===== src/hdl/zod_pkg.sv =====
// Shared types and constants for the z-score outlier detector.
// Depends on nothing; used by the controller, the datapath and the top level.
package zod_pkg;

  localparam logic [1:0] OP_LOAD   = 2'd0;
  localparam logic [1:0] OP_SCORE  = 2'd1;
  localparam logic [1:0] OP_UPDATE = 2'd2;
  localparam logic [1:0] OP_NONE   = 2'd3;

  localparam logic [1:0] ST_OK        = 2'd0;
  localparam logic [1:0] ST_NOT_READY = 2'd1;
  localparam logic [1:0] ST_LENGTH    = 2'd2;

  localparam logic [1:0] REG_FEATURES = 2'd0;
  localparam logic [1:0] REG_LIMIT    = 2'd1;
  localparam logic [1:0] REG_RATE     = 2'd2;

  localparam logic [31:0] ONE_Q16      = 32'h0001_0000;
  localparam logic [16:0] DEFAULT_RATE = 17'd6554;
  localparam logic [31:0] DEFAULT_LIMIT = 32'd196608;

  // Controller to datapath.
  typedef struct packed {
    logic start_score;  // begin divide for the held element
    logic start_update; // begin square-root update for the held element
    logic load;         // write held element into the stores
  } dp_cmd_t;

  // Datapath to controller.
  typedef struct packed {
    logic busy;
  } dp_stat_t;

endpackage


===== src/hdl/zod_control.sv =====
// Controller: vector sequencing, status, peak tracking, counters, handshakes.
// Depends on zod_pkg.
module zod_control #(
  parameter int MAX_FEATURES = 64,
  parameter int IW = 7
) (
  input  logic               clk,
  input  logic               rst,
  input  logic               in_valid,
  output logic               in_ready,
  input  logic [1:0]         op,
  input  logic               last,
  input  logic               cfg_we,
  input  logic [1:0]         cfg_sel,
  input  logic [31:0]        cfg_data,
  output logic [IW-1:0]      idx,
  output logic [16:0]        rate,
  output zod_pkg::dp_cmd_t   cmd,
  input  zod_pkg::dp_stat_t  stat,
  input  logic [31:0]        z_in,
  output logic               out_valid,
  input  logic               out_ready,
  output logic [1:0]         status,
  output logic [31:0]        z_peak,
  output logic               is_flagged,
  output logic [6:0]         worst_feature,
  output logic [31:0]        checks_total,
  output logic [31:0]        flagged_total
);

  localparam logic [1:0] S_IDLE = 2'd0, S_WAIT = 2'd1, S_DONE = 2'd2;
  localparam logic [IW-1:0] MAXF = IW'(MAX_FEATURES);

  logic [1:0]    state;
  logic [6:0]    features_in_use;
  logic [31:0]   outlier_limit;
  logic [16:0]   blend_rate;
  logic          model_ready;
  logic          in_vector;
  logic [1:0]    vec_op;
  logic [IW-1:0] position;
  logic [31:0]   peak_so_far;
  logic [IW-1:0] peak_index;
  logic          was_last;
  logic          waiting_score;

  logic [1:0]    cur_op;
  logic          active;
  logic          mready_eff;
  logic          len_ok;
  logic          take;

  assign take = in_valid && in_ready;
  assign in_ready = (state == S_IDLE) && !out_valid;
  assign cur_op = in_vector ? vec_op : op;
  assign mready_eff = in_vector ? model_ready : (op == zod_pkg::OP_LOAD ? 1'b0 : model_ready);
  assign active = (32'(features_in_use) > 32'(position)) && (position < MAXF);
  assign idx = position;
  assign rate = (blend_rate == 17'd0 || blend_rate > 17'h10000)
                ? zod_pkg::DEFAULT_RATE : blend_rate;

  always_comb begin
    cmd.load = take && active && cur_op == zod_pkg::OP_LOAD;
    cmd.start_score  = take && active && cur_op == zod_pkg::OP_SCORE && mready_eff;
    cmd.start_update = take && active && cur_op == zod_pkg::OP_UPDATE && mready_eff;
  end

  always_ff @(posedge clk) begin
    if (rst) begin
      state <= S_IDLE;
      features_in_use <= 7'd1;
      outlier_limit <= zod_pkg::DEFAULT_LIMIT;
      blend_rate <= zod_pkg::DEFAULT_RATE;
      model_ready <= 1'b0;
      in_vector <= 1'b0;
      vec_op <= zod_pkg::OP_LOAD;
      position <= '0;
      peak_so_far <= '0;
      peak_index <= MAXF;
      checks_total <= '0;
      flagged_total <= '0;
      out_valid <= 1'b0;
      was_last <= 1'b0;
      waiting_score <= 1'b0;
    end else begin
      if (cfg_we) begin
        unique case (cfg_sel)
          zod_pkg::REG_FEATURES: features_in_use <= cfg_data[6:0];
          zod_pkg::REG_LIMIT: if (cfg_data != 32'd0) outlier_limit <= cfg_data;
          zod_pkg::REG_RATE: blend_rate <= cfg_data[16:0];
          default: ;
        endcase
      end
      if (out_valid && out_ready) out_valid <= 1'b0;
      unique case (state)
        S_IDLE: begin
          if (take) begin
            if (!in_vector) begin
              in_vector <= 1'b1;
              vec_op <= op;
              peak_so_far <= '0;
              peak_index <= MAXF;
              if (op == zod_pkg::OP_LOAD) model_ready <= 1'b0;
            end
            if (position <= MAXF) position <= position + 1'b1;
            was_last <= last;
            waiting_score <= cmd.start_score;
            state <= (cmd.start_score || cmd.start_update) ? S_WAIT : S_DONE;
          end
        end
        S_WAIT: begin
          if (!stat.busy) begin
            if (waiting_score && z_in > peak_so_far) begin
              peak_so_far <= z_in;
              peak_index <= position - 1'b1;
            end
            state <= S_DONE;
          end
        end
        S_DONE: begin
          state <= S_IDLE;
          if (was_last) begin
            in_vector <= 1'b0;
            position <= '0;
            peak_so_far <= '0;
            peak_index <= MAXF;
            if (vec_op != zod_pkg::OP_NONE) begin
              out_valid <= 1'b1;
              z_peak <= '0;
              is_flagged <= 1'b0;
              worst_feature <= 7'(MAX_FEATURES);
              if (vec_op == zod_pkg::OP_LOAD) begin
                status <= len_ok ? zod_pkg::ST_OK : zod_pkg::ST_LENGTH;
                model_ready <= len_ok;
              end else if (!model_ready) begin
                status <= zod_pkg::ST_NOT_READY;
              end else if (!len_ok) begin
                status <= zod_pkg::ST_LENGTH;
              end else begin
                status <= zod_pkg::ST_OK;
                if (vec_op == zod_pkg::OP_SCORE) begin
                  z_peak <= peak_so_far;
                  worst_feature <= 7'(peak_index);
                  is_flagged <= peak_so_far > outlier_limit;
                  checks_total <= checks_total + 32'd1;
                  if (peak_so_far > outlier_limit) flagged_total <= flagged_total + 32'd1;
                end
              end
            end
          end
        end
        default: state <= S_IDLE;
      endcase
    end
  end

  assign len_ok = features_in_use != 7'd0 && 32'(features_in_use) <= MAX_FEATURES
                  && 32'(position) == 32'(features_in_use);

`ifndef NO_ASSERTIONS
  a_no_take_busy: assert property (@(posedge clk) disable iff (rst)
    stat.busy |-> !in_ready) else $error("item taken while datapath busy");
  a_out_only_done: assert property (@(posedge clk) disable iff (rst)
    $rose(out_valid) |-> $past(state) == S_DONE) else $error("result outside done");
  a_pos_bound: assert property (@(posedge clk) disable iff (rst)
    position <= MAXF + 1'b1) else $error("position overrun");
`endif

endmodule


===== config.mk =====
export PLATFORM = sky130hd
export DESIGN_NAME = zod_control
export DESIGN_NICKNAME = d
export VERILOG_FILES = /design/src/hdl/zod_pkg.sv /design/src/hdl/zod_control.sv
export SDC_FILE = /design/constraint.sdc
export NUM_CORES = 1
export LEC_CHECK = 0
export BUFFER_PORTS_ARGS = -buffer_cell sky130_fd_sc_hd__buf_2
export CAP_MARGIN = 5
export CELL_PAD_IN_SITES_DETAIL_PLACEMENT = 2
export CELL_PAD_IN_SITES_GLOBAL_PLACEMENT = 2
export CORE_MARGIN = 2
export CORE_UTILIZATION = 37
export CTS_CLUSTER_DIAMETER = 200
export CTS_CLUSTER_SIZE = 25
export DETAILED_ROUTE_END_ITERATION = 10
export HOLD_SLACK_MARGIN = 0.03
export PLACE_DENSITY = 0.95
export SETUP_SLACK_MARGIN = 0.15
export SLEW_MARGIN = 5
export SYNTH_ARGS = -nofsm -noshare
export SYNTH_HDL_FRONTEND = slang
export SYNTH_SLANG_ARGS = --single-unit

===== constraint.sdc =====
create_clock -name clk -period 11.07 [get_ports clk]
set_clock_uncertainty 0.2 [all_clocks]
set_input_delay 0.5535 -clock clk [delete_from_list [all_inputs] [get_ports clk]]
set_output_delay 0.5535 -clock clk [all_outputs]
set_load 0.02 [all_outputs]

**Word level (Yosys, flattened, before mapping)**

Cells that the tools add are included.

- Bits in registers: 217
- Output and inout bits: 135
- Word-level logic and storage cells: 130

- Add/sub/neg operators: 4
- Order comparisons: 7
- Equal/unequal tests: 17
- Mux-type cells: 39
- Bitwise operators: 5
- Reductions and logical operators: 39

Operators with widths:

| kind | number |
|---|---|
| $mux 32 | 5 |
| $pmux 32 s3 | 1 |
| $add 32x1->32 const B | 2 |
| $gt 32x32->1 | 2 |
| $mux 7 | 8 |
| $reduce_bool 32->1 | 1 |
| $pmux 7 s3 | 1 |
| $gt 17x17->1 const B | 1 |
| $logic_not 17->1 | 1 |
| $mux 17 | 1 |
| $ne 2x2->1 const B | 8 |
| $le 7x7->1 const B | 2 |
| $mux 2 | 7 |
| $pmux 7 s2 | 1 |
| $logic_and 1x1->1 | 13 |
| $mux 1 | 12 |
| $logic_not 2->1 | 5 |
| $eq 2x1->1 const B | 4 |
| $reduce_and 2->1 | 4 |
| $reduce_and 4->1 | 2 |
| $reduce_and 8->1 | 1 |
| $add 7x1->7 const B | 1 |
| $eq 7x7->1 | 1 |
| $gt 7x7->1 | 1 |
| other kinds (17) | 26 |

**Depth between registers and ports, before layout**

- Depth in word-level cells: 10
- Depth in mapped cells: 10

**Worst setup path after synthesis**

No wires, ideal clock.

- Kind: input to register
- From: input rst
- To: register is_flagged (enable)
- Arrival: 4159 ps
- Required time: 10363 ps
- Setup slack: 6203 ps
- Stages on the path: 3
- Buffers on the path: 2
- Cell sequence: clkbuf_1 clkbuf_1 a211oi_1

- Word-level cells in the longest chain between the ends: 2

RTL lines:

| element | line | RTL |
|---|---|---|
| start, declared | zod_control.sv:8 | `input logic rst,` |
| $not 1->1 (no source line) | -- |  |
| $reduce_and 4->1 (no source line) | -- |  |
| end signal, assigned | zod_control.sv:144 | `is_flagged <= peak_so_far > outlier_limit;` |
| end, declared | zod_control.sv:25 | `output logic is_flagged,` |

No other way between the ends.
A chain may end at the register's enable or synchronous reset.

**Final worst setup path**

- From: register peak_so_far[23]
- To: register peak_so_far[31]

- Word-level cells in the longest chain between the ends: 4

RTL lines:

| element | line | RTL |
|---|---|---|
| start, declared | zod_control.sv:42 | `logic [31:0] peak_so_far;` |
| start signal, assigned | zod_control.sv:114 | `peak_so_far <= z_in;` |
| $gt 32x32->1 | zod_control.sv:113 | `if (waiting_score && z_in > peak_so_far) begin` |
| $logic_and 1x1->1 | zod_control.sv:113 |  |
| $ne 2x2->1 (no source line) | -- |  |
| $reduce_and 6->1 (no source line) | -- |  |

No other way between the ends.

==> impl_results.html <==
<table>
<tr><th>Metric</th><th>Value</th></tr>
<tr><th colspan="2">Timing</th></tr>
<tr><td>Final critical delay including setup and external delays</td><td>4090 ps</td></tr>
<tr><td>Final-report setup violation count</td><td>0</td></tr>
<tr><td>Unrepaired setup endpoints after global routing</td><td>false</td></tr>
<tr><td>Accumulated negative setup slack</td><td>0 ps</td></tr>
<tr><td>Relative slew margins</td><td>32.8%</td></tr>
<tr><td>Max Freq</td><td>245 MHz</td></tr>
<tr><td>Max-slew violation total from the final report</td><td>0</td></tr>
<tr><td>Final worst-path cycle share</td><td>36.9%</td></tr>
<tr><td>Hold violation count in the final report</td><td>0</td></tr>
<tr><td>Tightest Pin Transition</td><td>1010 ps</td></tr>
<tr><th colspan="2">Global routing</th></tr>
<tr><td>Vias in the first global route</td><td>11200</td></tr>
<tr><td>Pin count of the biggest net entering global routing</td><td>87</td></tr>
<tr><td>All-Layer GR Usage</td><td>25.0%</td></tr>
<tr><td>Number of antenna violations at the first check in global routing</td><td>0</td></tr>
<tr><td>Wire length of the first global-routing pass</td><td>64900 µm</td></tr>
<tr><td>Gr ovfl total</td><td>0</td></tr>
<tr><th colspan="2">Clock network</th></tr>
<tr><td>Number of H-tree branching levels</td><td>1</td></tr>
<tr><td>Clock tree from TritonCTS</td><td>built</td></tr>
<tr><td>Reg clk slew, reported paths</td><td>110 ps</td></tr>
<tr><td>Maximum clock path buffer count</td><td>3</td></tr>
<tr><td>Cts repair resizes</td><td>0</td></tr>
<tr><td>Cts bufs inserted</td><td>12</td></tr>
<tr><td>Cell chosen for the clock root</td><td>sky130_fd_sc_hd__clkbuf_16</td></tr>
<tr><td>Number of post-CTS setup repair buffers</td><td>0</td></tr>
<tr><td>Insertion delay of the later-clocked pin in the worst-skew pair</td><td>490 ps</td></tr>
<tr><td>Number of hold buffers added after CTS</td><td>0</td></tr>
<tr><td>TritonCTS Sinks</td><td>217</td></tr>
<tr><th colspan="2">Yosys</th></tr>
<tr><td>Post-synthesis sequential area ratio</td><td>41.8%</td></tr>
<tr><td>Number of warnings issued by yosys</td><td>0</td></tr>
<tr><td>Top area cells in the synthesized netlist</td><td>sky130_fd_sc_hd__dfxtp_1 (31%), sky130_fd_sc_hd__edfxtp_1 (11%), sky130_fd_sc_hd__ha_1 (8.4%), sky130_fd_sc_hd__inv_1 (4.0%), sky130_fd_sc_hd__nor2_1 (3.7%)</td></tr>
<tr><td>Post-synth ARST share</td><td>0%</td></tr>
<tr><td>Syn avg cell area</td><td>9.15 µm²</td></tr>
<tr><td>Cell count after synthesis</td><td>1247</td></tr>
<tr><td>Syn Nets</td><td>1399</td></tr>
<tr><td>Cell accounting for the most synthesized area</td><td>sky130_fd_sc_hd__dfxtp_1</td></tr>
<tr><td>Flop and latch count out of synthesis</td><td>217</td></tr>
<tr><td>Number of different library cells in the post-synthesis netlist</td><td>64</td></tr>
<tr><td>Flip-flop cell with the highest count after synthesis</td><td>sky130_fd_sc_hd__dfxtp_1</td></tr>
<tr><td>Proportion of netlist area held by the largest area contributor</td><td>30.7%</td></tr>
<tr><td>Number of enable flip-flop cells after synthesis</td><td>42</td></tr>
<tr><td>Cell area after synthesis</td><td>0.0114 mm²</td></tr>
<tr><th colspan="2">Routing</th></tr>
<tr><td>Post-Route WL</td><td>41400 µm</td></tr>
<tr><td>Mean number of vias per cell</td><td>5.60</td></tr>
<tr><td>Initial DRT Pass Iterations</td><td>4</td></tr>
<tr><td>Number of routed nets with antenna violations</td><td>0</td></tr>
<tr><td>Number of design-rule violations left by the first detailed-router iteration</td><td>527</td></tr>
<tr><td>WL/cell</td><td>22.8 µm</td></tr>
<tr><td>Total via count in the routed design</td><td>10200</td></tr>
<tr><td>Post-route DRC violation count</td><td>0</td></tr>
<tr><th colspan="2">Die</th></tr>
<tr><td>Floorplan Core Area</td><td>0.0305 mm²</td></tr>
<tr><td>Num ports</td><td>210</td></tr>
<tr><td>Count of standard-cell rows</td><td>64</td></tr>
<tr><td>Initial core utilization</td><td>37.4%</td></tr>
<tr><td>Area enclosed by the die boundary</td><td>0.0323 mm²</td></tr>
<tr><td>Height of the chip</td><td>180 µm</td></tr>
<tr><td>Die extent in x</td><td>180 µm</td></tr>
<tr><th colspan="2">Power and ir drop</th></tr>
<tr><td>Maximum ir drop on the vdd rail</td><td>78.3 µV</td></tr>
<tr><td>Power density over the cells</td><td>112 mW/mm²</td></tr>
<tr><td>Leak Pwr</td><td>0.00542 µW</td></tr>
<tr><th colspan="2">Place</th></tr>
<tr><td>Input/output buffers</td><td>209</td></tr>
<tr><td>Post-DP HPWL</td><td>31500 µm</td></tr>
<tr><td>RD Place Congestion</td><td>0.887</td></tr>
<tr><th colspan="2">Critical path</th></tr>
<tr><td>Critical Path Start Type</td><td>flop</td></tr>
<tr><td>Maximum fanout encountered on the critical timing path</td><td>22</td></tr>
<tr><td>Critical-path top delay cell</td><td>sky130_fd_sc_hd__a41oi_2</td></tr>
<tr><td>Crit Path Category</td><td>reg2reg</td></tr>
<tr><td>Series of cell instances along the critical path</td><td>inv_1 -&gt; ha_1 -&gt; and4_1 -&gt; nor4bb_1 -&gt; o311ai_0 -&gt; a41oi_2 -&gt; buf_4 -&gt; o32ai_1</td></tr>
<tr><td>Buf/Inv on CP</td><td>2</td></tr>
<tr><td>Crit path arrival time</td><td>4240 ps</td></tr>
<tr><td>Kind of end point of the critical path</td><td>flop</td></tr>
<tr><td>Delay contributed by the slowest stage of the critical path</td><td>890 ps</td></tr>
<tr><td>Required time at the worst-slack endpoint</td><td>11230 ps</td></tr>
<tr><td>Kind of cell adding the most delay to the critical path</td><td>compound AO/OA/AOI/OAI gates</td></tr>
<tr><th colspan="2">Worst hold path</th></tr>
<tr><td>Path class of the lowest-slack min-delay path</td><td>in2reg</td></tr>
<tr><th colspan="2">Cells and area</th></tr>
<tr><td>Count of nets after finishing</td><td>1567</td></tr>
<tr><td>Area growth from synthesis to layout</td><td>15.0%</td></tr>
<tr><td>Fraction of final layout cells sized beyond drive strength 1</td><td>22.5%</td></tr>
<tr><td>Utilization after layout</td><td>43.0%</td></tr>
<tr><td>Ant diodes</td><td>0</td></tr>
<tr><th colspan="2">Job</th></tr>
<tr><td>Max-capacitance violation count</td><td>0</td></tr>
<tr><th colspan="2">Run status</th></tr>
<tr><td>Outcome</td><td>finished clean</td></tr>
</table>
-- layer usage --
metal | routed length, µm | track usage, % | part of all wire, % | up-vias
li1 | - | - | - | 4745
met1 | 17800 | 31.1 | 43 | 5072
met2 | 20600 | 44.6 | 50 | 273
met3 | 1630 | 3.14 | 3.9 | 77
met4 | 1430 | 8.33 | 3.4 | 0
met5 | 0 | 0 | 0 | -
-- cell usage in the layout (no fill, tap or decap), drive strengths merged, types with 3 or more instances in the layout --
cell,synthesis,routed
xnor2,20,20
ha,77,77
and3,15,15
nor4,22,22
edfxtp,42,42
nor3b,3,3
a31o,3,3
o21a,6,6
mux2i,37,37
or4,7,7
or3,8,8
o31ai,3,3
and2,4,4
nand3b,5,5
nand2,85,85
o311ai,3,3
or2,10,10
o31a,3,3
a21oi,85,85
dfxtp,175,175
o211ai,9,9
nor3,51,51
o21ai,20,20
a21o,10,10
nor2,112,112
inv,122,123
a211oi,5,5
nor2b,49,49
and4,14,14
a21boi,4,4
nand4,37,37
xor2,3,3
nand3,41,41
o32ai,38,38
mux2,33,33
clkbuf,47,18
buf,20,221
-- sequential cells by signal, summed over array words and instances (netlist names), 2 cells and up --
signal	flops
checks_total	32
outlier_limit	32
state	2
peak_index	7
worst_feature	7
status	2
features_in_use	7
flagged_total	32
blend_rate	17
peak_so_far	32
idx	7
z_peak	32
vec_op	2
-- worst paths after layout --
check | startpoint | endpoint | slack (ps) | cells after the start
worst max-delay path | peak_so_far[23]$_SDFFE_PP0P_ | peak_so_far[31]$_SDFFE_PP0P_ | 6980 | 8
worst min-delay path | cfg_data[7] | outlier_limit[7]$_SDFFE_PP0P_ | 110 | 3
worst max register to register | peak_so_far[23]$_SDFFE_PP0P_ | peak_so_far[31]$_SDFFE_PP0P_ | 6980 | 8
worst min register to register | blend_rate[14]$_SDFFE_PP0P_ | blend_rate[14]$_SDFFE_PP0P_ | 280 | 2
-- stage by stage --
step / hold WS, ps / instances / cell area (µm²) / power, µW / worst slack, ps
floorplan: 239 / 1247 / 11400 / 925 / 6200
global placement: 251 / 1797 / 12800 / 978 / 7260
detailed placement: 270 / 1797 / 12800 / 992 / 6900
CTS: 102 / 1816 / 13100 / 1490 / 7050
global route: 131 / 1816 / 13100 / 1530 / 6810
finish: 114 / 1816 / 13100 / 1480 / 6980
-- cell type report --
class,instances,area [µm²]
fillers,3375,17400
multi-input cells,840,5910
flip-flops and latches,217,4760
repair buffers,221,1140
well taps,396,495
inverters,123,462
clock buffers,18,344
clock inverters,1,8.76
-- tightest hold or removal path: cells and delay by family --
family | cells | cell delay [ps]
AND/OR/NAND/NOR | 1 | 70
multiplexers | 1 | 60
buffers and inverters | 1 | 100
-- Yosys cell counts, drive strengths merged (4+ instances only) --
| master | number |
|---|---|
| mux2i | 37 |
| or2 | 10 |
| ha | 77 |
| xnor2 | 20 |
| buf | 20 |
| and4 | 14 |
| and3 | 15 |
| nor2b | 49 |
| edfxtp | 42 |
| nand3 | 41 |
| mux2 | 33 |
| o21a | 6 |
| o211ai | 9 |
| or3 | 8 |
| nand2 | 85 |
| inv | 122 |
| nor4 | 22 |
| nand4 | 37 |
| a21boi | 4 |
| or4 | 7 |
| o32ai | 38 |
| nor2 | 112 |
| o21ai | 20 |
| a21oi | 85 |
| nor3 | 51 |
| clkbuf | 47 |
| a21o | 10 |
| a211oi | 5 |
| nand3b | 5 |
| and2 | 4 |
| dfxtp | 175 |
-- power by group --
| part | total, µW | leakage [µW] | internal (µW) | switching (µW) |
|---|---|---|---|---|
| logic | 152 | 0.00345 | 52.0 | 100 |
| registers | 824 | 0.00180 | 812 | 11.3 |
| clock network | 499 | 0.000171 | 220 | 279 |
-- cells by family after synthesis --
logic type	share of synthesized area, %
simple gates	21.2
flops	41.8
compound gates	12.6
buf+inv	6.83
fa+ha+maj	8.44
mux	7.36
xor+xnor	1.77
Note: power is estimated with default switching activity, not from simulation.
